==> src/rtl/assert_macros.svh <==
// ----------------------------------------------------------------------------
// Assertion macros
// Shared concurrent assertion forms, clocked on clk_i and disabled in reset.
// ----------------------------------------------------------------------------
`ifndef ASSERT_MACROS_SVH
`define ASSERT_MACROS_SVH

// The property must hold at every clock edge out of reset.
`define RWSP_ASSERT(label, prop, msg) \
  label: assert property (@(posedge clk_i) disable iff (!rst_ni) (prop)) else $error(msg);

// The consequent must hold in the same cycle as the antecedent.
`define RWSP_ASSERT_IMPL(label, ante, cons, msg) \
  label: assert property (@(posedge clk_i) disable iff (!rst_ni) (ante) |-> (cons)) else $error(msg);

`endif

==> src/rtl/rwsp_pkg.sv <==
// ----------------------------------------------------------------------------
// rwsp_pkg
// Widths, constants, control types and the microcode table of the replay
// wheel speed controller.
// ----------------------------------------------------------------------------
package rwsp_pkg;

  localparam int CFG_ADDR_W = 3;
  localparam int CFG_DATA_W = 32;

  localparam int SPEED_W  = 16;
  localparam int TIME_W   = 32;
  localparam int PWM_W    = 11;
  localparam int SCALE_W  = 10;
  localparam int THR_W    = 15;
  localparam int GAIN_W   = 16;
  localparam int PWMMAG_W = 10;
  localparam int PERIOD_W = 16;

  localparam int S_TDATA_W = 160;
  localparam int M_TDATA_W = 56;
  localparam int M_PAD_W   = M_TDATA_W - 2 * PWM_W - TIME_W;

  localparam int DT_W    = 31;
  localparam int REF_W   = 17;
  localparam int ERR_W   = 19;
  localparam int EMAG_W  = 18;
  localparam int INTEG_W = 24;
  localparam int QMAG_W  = 24;
  localparam int SUM_W   = 26;
  localparam int MUL_W   = 33;
  localparam int PROD_W  = 62;
  localparam int ACC_W   = 46;
  localparam int PMAG_W  = 18;
  localparam int PC_W    = 4;

  localparam int REF_SHIFT     = 8;
  localparam int INTEG_LIMIT   = 2 ** 21;
  localparam int EDT_SAT_BITS  = 23;
  localparam int RECIP_PRE     = 7;
  localparam int RECIP_SHIFT   = 37;
  localparam int RECIP_W       = 31;
  localparam int ACC_SHIFT     = 10;
  localparam int ROUND_SHIFT   = 28;

  // ceil(2^37 / 125): exact floor division by 125 for dividends below 2^30.
  localparam logic [RECIP_W-1:0] RECIP_125 = 31'd1099511628;

  localparam logic [SCALE_W-1:0]    RST_SPEED_SCALE  = 10'd256;
  localparam logic [THR_W-1:0]      RST_STOP_THR     = '0;
  localparam logic [GAIN_W-1:0]     RST_PROP_GAIN    = '0;
  localparam logic [GAIN_W-1:0]     RST_INTEG_GAIN   = '0;
  localparam logic [PWMMAG_W-1:0]   RST_MIN_MOVE     = '0;
  localparam logic [PWMMAG_W-1:0]   RST_MAX_PWM      = 10'd255;
  localparam logic [PERIOD_W-1:0]   RST_PERIOD       = 16'd20;
  localparam logic [TIME_W-1:0]     RST_MAX_RETURN   = 32'd30000;

  typedef enum logic [CFG_ADDR_W-1:0] {
    CFG_SPEED_SCALE,
    CFG_STOP_THRESHOLD,
    CFG_PROP_GAIN,
    CFG_INTEGRAL_GAIN,
    CFG_MIN_MOVE_PWM,
    CFG_MAX_PWM,
    CFG_DEFAULT_PERIOD,
    CFG_MAX_RETURN
  } cfg_reg_e;

  typedef enum logic [2:0] {
    MUL_NONE,
    MUL_REF,
    MUL_EDT,
    MUL_RECIP,
    MUL_PROP,
    MUL_INTG
  } mul_sel_e;

  typedef enum logic [3:0] {
    ALU_NOP,
    ALU_CHECK,
    ALU_REF,
    ALU_SATCHK,
    ALU_INTEG,
    ALU_ACC_LOAD,
    ALU_ACC_ADD,
    ALU_ROUND,
    ALU_PWM,
    ALU_OUT
  } alu_op_e;

  typedef enum logic [2:0] {
    JC_NEVER,
    JC_ALWAYS,
    JC_NO_ITEM,
    JC_STOP,
    JC_NO_INTEG,
    JC_FIRST_WHEEL,
    JC_OUT_FREE
  } jmp_cond_e;

  typedef struct packed {
    mul_sel_e            mul;
    alu_op_e             alu;
    jmp_cond_e           cond;
    logic [PC_W-1:0]     target;
  } ctrl_t;

  localparam logic [PC_W-1:0] STEP_IDLE  = 4'd0;
  localparam logic [PC_W-1:0] STEP_CHECK = 4'd1;
  localparam logic [PC_W-1:0] STEP_WHEEL = 4'd2;
  localparam logic [PC_W-1:0] STEP_REF   = 4'd3;
  localparam logic [PC_W-1:0] STEP_EDT   = 4'd4;
  localparam logic [PC_W-1:0] STEP_RECIP = 4'd5;
  localparam logic [PC_W-1:0] STEP_INTEG = 4'd6;
  localparam logic [PC_W-1:0] STEP_PROP  = 4'd7;
  localparam logic [PC_W-1:0] STEP_INTG  = 4'd8;
  localparam logic [PC_W-1:0] STEP_ADD   = 4'd9;
  localparam logic [PC_W-1:0] STEP_ROUND = 4'd10;
  localparam logic [PC_W-1:0] STEP_PWM   = 4'd11;
  localparam logic [PC_W-1:0] STEP_OUT   = 4'd12;
  localparam logic [PC_W-1:0] STEP_HOLD  = 4'd13;

  // Control store: one word per step, the wheel steps run once per wheel.
  function automatic ctrl_t ucode(input logic [PC_W-1:0] pc);
    ctrl_t w;
    w = '{mul: MUL_NONE, alu: ALU_NOP, cond: JC_NEVER, target: STEP_IDLE};
    case (pc)
      STEP_IDLE: begin
        w.cond = JC_NO_ITEM;
        w.target = STEP_IDLE;
      end
      STEP_CHECK: begin
        w.alu = ALU_CHECK;
        w.cond = JC_STOP;
        w.target = STEP_OUT;
      end
      STEP_WHEEL: w.mul = MUL_REF;
      STEP_REF: begin
        w.alu = ALU_REF;
        w.cond = JC_NO_INTEG;
        w.target = STEP_PROP;
      end
      STEP_EDT: w.mul = MUL_EDT;
      STEP_RECIP: begin
        w.mul = MUL_RECIP;
        w.alu = ALU_SATCHK;
      end
      STEP_INTEG: w.alu = ALU_INTEG;
      STEP_PROP: w.mul = MUL_PROP;
      STEP_INTG: begin
        w.mul = MUL_INTG;
        w.alu = ALU_ACC_LOAD;
      end
      STEP_ADD: w.alu = ALU_ACC_ADD;
      STEP_ROUND: w.alu = ALU_ROUND;
      STEP_PWM: begin
        w.alu = ALU_PWM;
        w.cond = JC_FIRST_WHEEL;
        w.target = STEP_WHEEL;
      end
      STEP_OUT: begin
        w.alu = ALU_OUT;
        w.cond = JC_OUT_FREE;
        w.target = STEP_IDLE;
      end
      STEP_HOLD: begin
        w.cond = JC_ALWAYS;
        w.target = STEP_OUT;
      end
      default: begin
        w.cond = JC_ALWAYS;
        w.target = STEP_IDLE;
      end
    endcase
    return w;
  endfunction

endpackage

==> src/rtl/replay_wheel_speed_pi.sv <==
// ----------------------------------------------------------------------------
// replay_wheel_speed_pi
// Dual PI wheel speed controller that replays a logged drive, one step per
// input transfer. The slave stream carries logged and measured wheel speeds,
// two timestamps, the elapsed return time and the end-of-log mark on tlast.
// Each input transfer yields exactly one master transfer with both PWM
// commands and the wait time; tlast marks a finished replay.
// A microcoded sequencer with one shared 33x33 multiplier does the work. It
// runs the wheel steps once per wheel; with a zero integral gain it skips the
// integrator update, and once finished it goes straight to the output step.
// The result is loaded into the output register, and the next input is taken
// in the cycle after that when the receiver keeps up.
// If the receiver stalls, the sequencer holds its finished step until the
// output register frees up. Reset clears the integrators, the finish flag
// and the registers to their defaults. The user must write registers over
// the plain write port only while the block is idle; it does not enforce this.
// ----------------------------------------------------------------------------
`include "assert_macros.svh"

module replay_wheel_speed_pi
  import rwsp_pkg::*;
(
  input  logic                  clk_i,
  input  logic                  rst_ni,
  input  logic                  cfg_we_i,
  input  logic [CFG_ADDR_W-1:0] cfg_addr_i,
  input  logic [CFG_DATA_W-1:0] cfg_data_i,
  input  logic                  s_axis_tvalid,
  output logic                  s_axis_tready,
  // logged_speed_left, logged_speed_right, time_this_sample,
  // time_prior_sample, measured_speed_left, measured_speed_right, elapsed_ms
  input  logic [S_TDATA_W-1:0]  s_axis_tdata,
  input  logic                  s_axis_tlast,
  output logic                  m_axis_tvalid,
  input  logic                  m_axis_tready,
  // pwm_left, pwm_right, wait_ms, zero padding
  output logic [M_TDATA_W-1:0]  m_axis_tdata,
  output logic                  m_axis_tlast
);

  localparam logic signed [SUM_W-1:0]   SUM_HI   = SUM_W'(INTEG_LIMIT);
  localparam logic signed [SUM_W-1:0]   SUM_LO   = -SUM_HI;
  localparam logic signed [INTEG_W-1:0] INTEG_HI = INTEG_W'(INTEG_LIMIT);
  localparam logic signed [INTEG_W-1:0] INTEG_LO = -INTEG_HI;
  localparam logic [QMAG_W-1:0]         QMAG_SAT = QMAG_W'(1) << EDT_SAT_BITS;
  localparam logic [ACC_W-1:0]          RND_POS  = ACC_W'(1) << (ROUND_SHIFT - 1);
  localparam logic [ACC_W-1:0]          RND_NEG  = RND_POS + ACC_W'(1);

  logic [SCALE_W-1:0]  speed_scale_q;
  logic [THR_W-1:0]    stop_thr_q;
  logic [GAIN_W-1:0]   prop_gain_q;
  logic [GAIN_W-1:0]   integ_gain_q;
  logic [PWMMAG_W-1:0] min_move_q;
  logic [PWMMAG_W-1:0] max_pwm_q;
  logic [PERIOD_W-1:0] period_q;
  logic [TIME_W-1:0]   max_return_q;

  logic [PC_W-1:0] pc_q, pc_d;
  ctrl_t           ctrl;
  logic            take_jump;

  logic signed [SPEED_W-1:0] logged_l_q, logged_r_q, meas_l_q, meas_r_q;
  logic [TIME_W-1:0]         this_q, prior_q, elapsed_q;
  logic                      eol_q;

  logic                      w_q, w_d;
  logic                      done_q, done_d;
  logic                      fin_q, fin_d;
  logic signed [INTEG_W-1:0] integ_l_q, integ_l_d, integ_r_q, integ_r_d;
  logic [DT_W-1:0]           dt_q, dt_d;
  logic [REF_W-1:0]          ref_q, ref_d;
  logic signed [ERR_W-1:0]   err_q, err_d;
  logic                      sat_q, sat_d;
  logic signed [PROD_W-1:0]  prod_q, prod_d;
  logic signed [ACC_W-1:0]   acc_q, acc_d;
  logic [PMAG_W-1:0]         pmag_q, pmag_d;
  logic                      pneg_q, pneg_d;
  logic signed [PWM_W-1:0]   pwm_l_q, pwm_l_d, pwm_r_q, pwm_r_d;

  logic                      out_valid_q, out_valid_d;
  logic [M_TDATA_W-1:0]      out_data_q, out_data_d;
  logic                      out_last_q, out_last_d;

  logic                      in_fire, out_free, load_out, stop;
  logic                      integ_ok;
  logic signed [SPEED_W-1:0] logged_w, meas_w;
  logic signed [INTEG_W-1:0] integ_w;
  logic [SPEED_W-1:0]        log_mag;
  logic [EMAG_W-1:0]         err_mag;
  logic signed [MUL_W-1:0]   mul_a, mul_b;
  logic signed [2*MUL_W-1:0] mul_full;

  logic [TIME_W-1:0]         diff;
  logic [REF_W-1:0]          ref_raw, ref_v;
  logic [QMAG_W-1:0]         qmag;
  logic signed [SUM_W-1:0]   qext, sum;
  logic signed [INTEG_W-1:0] integ_new;
  logic [ACC_W-1:0]          acc_base, rnd;
  logic                      pwm_neg;
  logic [PMAG_W-1:0]         mag;
  logic signed [PWM_W-1:0]   pwm_val;

  assign ctrl          = ucode(pc_q);
  assign s_axis_tready = (pc_q == STEP_IDLE);
  assign in_fire       = s_axis_tvalid && s_axis_tready;
  assign out_free      = !out_valid_q || m_axis_tready;
  assign load_out      = (ctrl.alu == ALU_OUT) && out_free;
  assign stop          = done_q || (elapsed_q > max_return_q) || eol_q;
  assign integ_ok      = (integ_l_q <= INTEG_HI) && (integ_l_q >= INTEG_LO) &&
                         (integ_r_q <= INTEG_HI) && (integ_r_q >= INTEG_LO);

  assign m_axis_tvalid = out_valid_q;
  assign m_axis_tdata  = out_data_q;
  assign m_axis_tlast  = out_last_q;

  assign logged_w = w_q ? logged_r_q : logged_l_q;
  assign meas_w   = w_q ? meas_r_q : meas_l_q;
  assign integ_w  = w_q ? integ_r_q : integ_l_q;
  assign log_mag  = logged_w[SPEED_W-1] ? SPEED_W'(-logged_w) : SPEED_W'(logged_w);
  assign err_mag  = err_q[ERR_W-1] ? EMAG_W'(-err_q) : EMAG_W'(err_q);

  // Sequencer.
  always_comb begin
    case (ctrl.cond)
      JC_NEVER:       take_jump = 1'b0;
      JC_ALWAYS:      take_jump = 1'b1;
      JC_NO_ITEM:     take_jump = !in_fire;
      JC_STOP:        take_jump = stop;
      JC_NO_INTEG:    take_jump = (integ_gain_q == '0);
      JC_FIRST_WHEEL: take_jump = !w_q;
      JC_OUT_FREE:    take_jump = out_free;
      default:        take_jump = 1'b1;
    endcase
    pc_d = take_jump ? ctrl.target : PC_W'(pc_q + 1'b1);
  end

  // Shared multiplier, operands chosen by the control word.
  always_comb begin
    mul_a = '0;
    mul_b = '0;
    case (ctrl.mul)
      MUL_NONE: begin
        mul_a = '0;
        mul_b = '0;
      end
      MUL_REF: begin
        mul_a = MUL_W'(log_mag);
        mul_b = MUL_W'(speed_scale_q);
      end
      MUL_EDT: begin
        mul_a = MUL_W'(err_mag);
        mul_b = MUL_W'(dt_q);
      end
      MUL_RECIP: begin
        mul_a = MUL_W'({prod_q[EDT_SAT_BITS-1:0], {RECIP_PRE{1'b0}}});
        mul_b = MUL_W'(RECIP_125);
      end
      MUL_PROP: begin
        mul_a = MUL_W'(err_q);
        mul_b = MUL_W'(prop_gain_q);
      end
      MUL_INTG: begin
        mul_a = MUL_W'(integ_w);
        mul_b = MUL_W'(integ_gain_q);
      end
      default: begin
        mul_a = '0;
        mul_b = '0;
      end
    endcase
    mul_full = mul_a * mul_b;
  end

  // Datapath.
  always_comb begin
    w_d         = w_q;
    done_d      = done_q;
    fin_d       = fin_q;
    integ_l_d   = integ_l_q;
    integ_r_d   = integ_r_q;
    dt_d        = dt_q;
    ref_d       = ref_q;
    err_d       = err_q;
    sat_d       = sat_q;
    prod_d      = prod_q;
    acc_d       = acc_q;
    pmag_d      = pmag_q;
    pneg_d      = pneg_q;
    pwm_l_d     = pwm_l_q;
    pwm_r_d     = pwm_r_q;
    out_valid_d = out_valid_q && !m_axis_tready;
    out_data_d  = out_data_q;
    out_last_d  = out_last_q;

    diff      = this_q - prior_q;
    ref_raw   = prod_q[REF_W+REF_SHIFT-1:REF_SHIFT];
    ref_v     = (ref_raw < REF_W'(stop_thr_q)) ? '0 : ref_raw;
    qmag      = sat_q ? QMAG_SAT : prod_q[RECIP_SHIFT+QMAG_W-1:RECIP_SHIFT];
    qext      = $signed({{(SUM_W-QMAG_W){1'b0}}, qmag});
    sum       = SUM_W'(integ_w) + (err_q[ERR_W-1] ? -qext : qext);
    integ_new = (sum > SUM_HI) ? INTEG_HI : ((sum < SUM_LO) ? INTEG_LO : INTEG_W'(sum));
    acc_base  = acc_q[ACC_W-1] ? ~acc_q : acc_q;
    rnd       = acc_base + (acc_q[ACC_W-1] ? RND_NEG : RND_POS);
    pwm_neg   = pneg_q && (pmag_q != '0);
    mag       = pmag_q;
    if ((ref_q != '0) && (mag < PMAG_W'(min_move_q))) begin
      mag = PMAG_W'(min_move_q);
    end
    if (mag > PMAG_W'(max_pwm_q)) begin
      mag = PMAG_W'(max_pwm_q);
    end
    pwm_val = pwm_neg ? -PWM_W'(mag) : PWM_W'(mag);

    if (ctrl.mul != MUL_NONE) begin
      prod_d = mul_full[PROD_W-1:0];
    end

    if (in_fire) begin
      w_d = 1'b0;
    end

    case (ctrl.alu)
      ALU_NOP: ;
      ALU_CHECK: begin
        dt_d  = ((diff == '0) || diff[TIME_W-1]) ? DT_W'(period_q) : diff[DT_W-1:0];
        fin_d = 1'b0;
        if (stop) begin
          done_d  = 1'b1;
          fin_d   = 1'b1;
          dt_d    = '0;
          pwm_l_d = '0;
          pwm_r_d = '0;
        end
      end
      ALU_REF: begin
        ref_d = ref_v;
        err_d = $signed({{(ERR_W-REF_W){1'b0}}, ref_v}) - ERR_W'(meas_w);
      end
      ALU_SATCHK: sat_d = |prod_q[PROD_W-1:EDT_SAT_BITS];
      ALU_INTEG: begin
        if (w_q) begin
          integ_r_d = integ_new;
        end else begin
          integ_l_d = integ_new;
        end
      end
      ALU_ACC_LOAD: acc_d = ACC_W'(prod_q) <<< ACC_SHIFT;
      ALU_ACC_ADD:  acc_d = acc_q + ACC_W'(prod_q);
      ALU_ROUND: begin
        pmag_d = rnd[ROUND_SHIFT+PMAG_W-1:ROUND_SHIFT];
        pneg_d = acc_q[ACC_W-1];
      end
      ALU_PWM: begin
        if (w_q) begin
          pwm_r_d = pwm_val;
        end else begin
          pwm_l_d = pwm_val;
        end
        w_d = !w_q;
      end
      ALU_OUT: begin
        if (out_free) begin
          out_valid_d = 1'b1;
          out_data_d  = {{M_PAD_W{1'b0}}, TIME_W'(dt_q), pwm_r_q, pwm_l_q};
          out_last_d  = fin_q;
        end
      end
      default: ;
    endcase
  end

  // Configuration registers.
  always_ff @(posedge clk_i or negedge rst_ni) begin
    if (!rst_ni) begin
      speed_scale_q <= RST_SPEED_SCALE;
      stop_thr_q    <= RST_STOP_THR;
      prop_gain_q   <= RST_PROP_GAIN;
      integ_gain_q  <= RST_INTEG_GAIN;
      min_move_q    <= RST_MIN_MOVE;
      max_pwm_q     <= RST_MAX_PWM;
      period_q      <= RST_PERIOD;
      max_return_q  <= RST_MAX_RETURN;
    end else if (cfg_we_i) begin
      case (cfg_reg_e'(cfg_addr_i))
        CFG_SPEED_SCALE:    speed_scale_q <= cfg_data_i[SCALE_W-1:0];
        CFG_STOP_THRESHOLD: stop_thr_q    <= cfg_data_i[THR_W-1:0];
        CFG_PROP_GAIN:      prop_gain_q   <= cfg_data_i[GAIN_W-1:0];
        CFG_INTEGRAL_GAIN:  integ_gain_q  <= cfg_data_i[GAIN_W-1:0];
        CFG_MIN_MOVE_PWM:   min_move_q    <= cfg_data_i[PWMMAG_W-1:0];
        CFG_MAX_PWM:        max_pwm_q     <= cfg_data_i[PWMMAG_W-1:0];
        CFG_DEFAULT_PERIOD: period_q      <= cfg_data_i[PERIOD_W-1:0];
        CFG_MAX_RETURN:     max_return_q  <= cfg_data_i[TIME_W-1:0];
        default: ;
      endcase
    end
  end

  // Control and controller state.
  always_ff @(posedge clk_i or negedge rst_ni) begin
    if (!rst_ni) begin
      pc_q        <= STEP_IDLE;
      w_q         <= 1'b0;
      done_q      <= 1'b0;
      integ_l_q   <= '0;
      integ_r_q   <= '0;
      out_valid_q <= 1'b0;
    end else begin
      pc_q        <= pc_d;
      w_q         <= w_d;
      done_q      <= done_d;
      integ_l_q   <= integ_l_d;
      integ_r_q   <= integ_r_d;
      out_valid_q <= out_valid_d;
    end
  end

  // Payload registers.
  always_ff @(posedge clk_i) begin
    if (in_fire) begin
      logged_l_q <= s_axis_tdata[15:0];
      logged_r_q <= s_axis_tdata[31:16];
      this_q     <= s_axis_tdata[63:32];
      prior_q    <= s_axis_tdata[95:64];
      meas_l_q   <= s_axis_tdata[111:96];
      meas_r_q   <= s_axis_tdata[127:112];
      elapsed_q  <= s_axis_tdata[159:128];
      eol_q      <= s_axis_tlast;
    end
    fin_q      <= fin_d;
    dt_q       <= dt_d;
    ref_q      <= ref_d;
    err_q      <= err_d;
    sat_q      <= sat_d;
    prod_q     <= prod_d;
    acc_q      <= acc_d;
    pmag_q     <= pmag_d;
    pneg_q     <= pneg_d;
    pwm_l_q    <= pwm_l_d;
    pwm_r_q    <= pwm_r_d;
    out_data_q <= out_data_d;
    out_last_q <= out_last_d;
  end

  `RWSP_ASSERT_IMPL(a_done_sticky, $past(done_q), done_q, "finish flag dropped")
  `RWSP_ASSERT(a_integ_range, integ_ok, "integrator outside its clamp")
  `RWSP_ASSERT_IMPL(a_no_overwrite, load_out, out_free, "stalled result overwritten")
  `RWSP_ASSERT_IMPL(a_finished_zero, out_valid_q && out_last_q, out_data_q == '0, "finish data")

endmodule
==> config.mk <==
export PLATFORM = sky130hd
export DESIGN_NAME = replay_wheel_speed_pi
export DESIGN_NICKNAME = d
export VERILOG_FILES = /design/src/rtl/rwsp_pkg.sv /design/src/rtl/replay_wheel_speed_pi.sv
export VERILOG_INCLUDE_DIRS = /design/src /design/src/rtl
export SDC_FILE = /design/constraint.sdc
export NUM_CORES = 2
export LEC_CHECK = 0
export BUFFER_PORTS_ARGS = -buffer_cell sky130_fd_sc_hd__buf_4
export CORE_MARGIN = 4
export CORE_UTILIZATION = 58
export DETAILED_ROUTE_END_ITERATION = 16
export GPL_ROUTABILITY_DRIVEN = 0
export PLACE_DENSITY = 0.79
export SYNTH_ARGS = -nofsm -noshare
export SYNTH_HDL_FRONTEND = slang
export SYNTH_SLANG_ARGS = --single-unit
==> constraint.sdc <==
create_clock -name clk_i -period 13 [get_ports clk_i]
set_input_delay 2.6 -clock clk_i [delete_from_list [all_inputs] [get_ports clk_i]]
set_output_delay 2.6 -clock clk_i [all_outputs]
set_load 0.01 [all_outputs]
==> impl_results.md <==
- Flop2flop setup slack: 1120 ps
- Ys flop type: edfxtp_1
- Root Driver: clkbuf_16
- Grt ovf: 0
- CP max stage delay: 910 ps
- I/O Buffers: 256
- Flop and latch count out of synthesis: 613
- RSZ-0062 raised after global routing: no
- WL/cell: 23.4 um
- Drt drc: 0
- Total negative setup slack: 0 ps
- Max FO, Critical Path: 42
- Clock sinks: 613
- Status: completed
- VDD IR max: 0.697 mV
- Met2 wire length: 86200 um
- Drt pass-1 iters: 9
- DP Area: 70500 um^2
- Cell mode on critical path: fa_1
- CTS tree: yes
- DR vias: 50500
- Max layer used: met5
- Critical Path RT: 13400 ps
- Post-layout minimum cycle time: 11880 ps
- Final Hold Fails: 0
- Worst min-delay path class: reg2reg
- Setup Buffers After CTS: 0
- Ys async rst share: 29.4%
- Initial antenna violation count: 16
- Tcrit/Tclk final: 91.4%
- Worst EP arrival: 12280 ps
- Met1 Wirelength: 69200 um
- Largest net degree at the start of global routing: 83
- Die width: 346 um
- Vias in the first global route: 52000
- Dpl hpwl: 156000 um
- Pwr dens: 278 nW/um^2
- Post_cts resized: 0
- Total Routed Length: 196000 um
- Clk buf depth: 3
- Final hold slack: 417 ps
- Post-CTS Hold Buffers: 0
- Post-synth top area cell: fa_1
- CTS buffer count: 60
- Final Util: 64.3%
- Layout fillers: 8483
- Max-Cap Viols: 0
- I/O Pins: 260
- # nets final: 8399
- Post-synth EDFFs: 433
- Synth Instances: 6490
- CORE AREA: 113000 um^2
- Most frequent cells after synthesis: inv_1 (1164), fa_1 (1016), nor2_1 (671)
- Clock Pin Slew Worst Setup and Hold Paths: 60 ps
- Final Skew: 40.4 ps
- First DRT Iteration DRCs: 5844
- Total track usage: 32.8%
- Post-synthesis sequential area ratio: 26.5%
- Highest Clock Rate: 84.2 MHz
- H-tree Lvls: 2
- Clock Latency Late Sink: 680 ps
- Initial cell density of the core: 58.6%
- Mapped Area: 66100 um^2
- Antenna viol nets, final: 0
- Unique masters post-synth: 99
- Worst setup SP type: flop
- Worst setup EP type: flop
- Post-synth top area share: 30.8%
- Area delta synth->final: 9.77%
- First-pass GRT wire length: 301000 um
- Static Leak: 34.0 nW
- Layout cells sized above 1: 10.8%
- Die height: 346 um
- Met3 routed WL: 24200 um
- Endpoints failing setup: 0
- Synthesized area per cell: 10.2 um^2
- Max transition margin: 16.8%
- Worst-Margin Slew: 1250 ps
- Slew Viols, Final: 0
- Critical path class: reg2reg
- Synth Warn #: 0
- Synth top area cells: fa_1 (31%), edfxtp_1 (20%), ha_1 (7.1%)
- Die area: 119000 um^2
- Critical path's slowest cell: a2111oi_4
- Fin area: 72600 um^2
- Site row count: 123
- Vias per std cell: 6.03
- Count leader, synth: inv_1
==> metrics by stage <==
stage	power (W)	worst slack, ps	cells
after floorplan	0.0133	3010	6639
after global placement	0.0172	1590	8244
after detailed placement	0.0177	1450	8244
after CTS	0.0196	1390	8358
after global routing	0.0214	504	8359
final	0.0202	1120	8367
==> power breakdown <==
part	total (W)	internal, W	switching (W)	leakage [nW]
clock network	0.00181	0.00101	0.000804	1.00
logic	0.0147	0.00543	0.00924	26.8
registers	0.00368	0.00316	0.000515	6.25
==> flip-flops by register name, indices dropped and copies added, names as in the netlist, 11 cells and up <==
register and flops:
integ_l_q 24, prop_gain_q 16, dt_q 31, logged_l_q 16
prior_q 32, meas_r_q 16, meas_l_q 16, period_q 16
err_q 19, integ_gain_q 16, m_axis_tdata 53, pmag_q 18
integ_r_q 24, pwm_r_q 11, acc_q 46, this_q 32
prod_q 62, logged_r_q 16, pwm_l_q 11, ref_q 17
stop_thr_q 15, max_return_q 32, elapsed_q 32
==> cells in the final DEF, fill, tap and decap left out, types with 60 or more instances in the layout <==
cell type  synthesis  final
xor2_1           100    100
dfrtp_1          162    161
nand2b_1         117    117
mux2_2           142    142
ha_1             375    375
nand2_1          452    452
a21oi_1          219    207
buf_4              3    349
edfxtp_1         433    433
a21o_1           114    114
fa_1            1016   1016
nor2_1           671    666
conb_1             2    151
o21ai_0          222    218
inv_1           1164   1164
clkbuf_16          0     62
nor3_1            63     60
xnor2_1          134    134
==> logic make-up after synthesis <==
logic type | synth area share [%]
AO/OA/AOI/OAI | 9.32
XOR/XNOR | 3.12
adder cells (fa/ha/maj) | 37.9
buffers and inverters | 8.07
flip-flops | 26.5
multiplexers | 3.27
other | 0.0114
AND/OR/NAND/NOR | 11.8
==> worst max-delay path: cells and delay by family, from the launching register on <==
kind            cells  cell delay, ps
compound gates     13            3870
xor+xnor            1              80
fa+ha+maj          10            4660
buf+inv             3             440
flops               1             860
mux                 1             650
simple gates        4            1010
==> routing by layer <==
| metal | up-vias | global-route usage, % |
|---|---|---|
| li1 | 21500 | - |
| met1 | 24900 | 41.8 |
| met2 | 3153 | 49.6 |
| met3 | 822 | 8.79 |
| met4 | 4 | 21.2 |
| met5 | - | 0 |
==> layout make-up <==
type | instances | area (um^2) | area share (%)
multi-input cells | 4616 | 44100 | 60.7
well taps | 1500 | 1880 | 2.59
clock inverters | 39 | 395 | 0.545
diodes | 8 | 20.0 | 0.0276
inverters | 1165 | 4370 | 6.03
repair buffers | 351 | 2640 | 3.64
flip-flops and latches | 613 | 17500 | 24.2
clock buffers | 75 | 1650 | 2.27
==> path summary, 6_finish.rpt <==
check                           start  depth (start not counted)          endpoint
hold / removal             pwm_r_q[8]                          0  m_axis_tdata[19]
min in group asynchronous      rst_ni                          1  max_return_q[17]
setup / recovery                  w_q                         32        prod_q[54]
max in group asynchronous      rst_ni                          2     integ_l_q[17]
hold reg to reg            pwm_r_q[8]                          0  m_axis_tdata[19]
setup reg to reg                  w_q                         32        prod_q[54]
No activity file was read; power rests on OpenSTA's default activity.
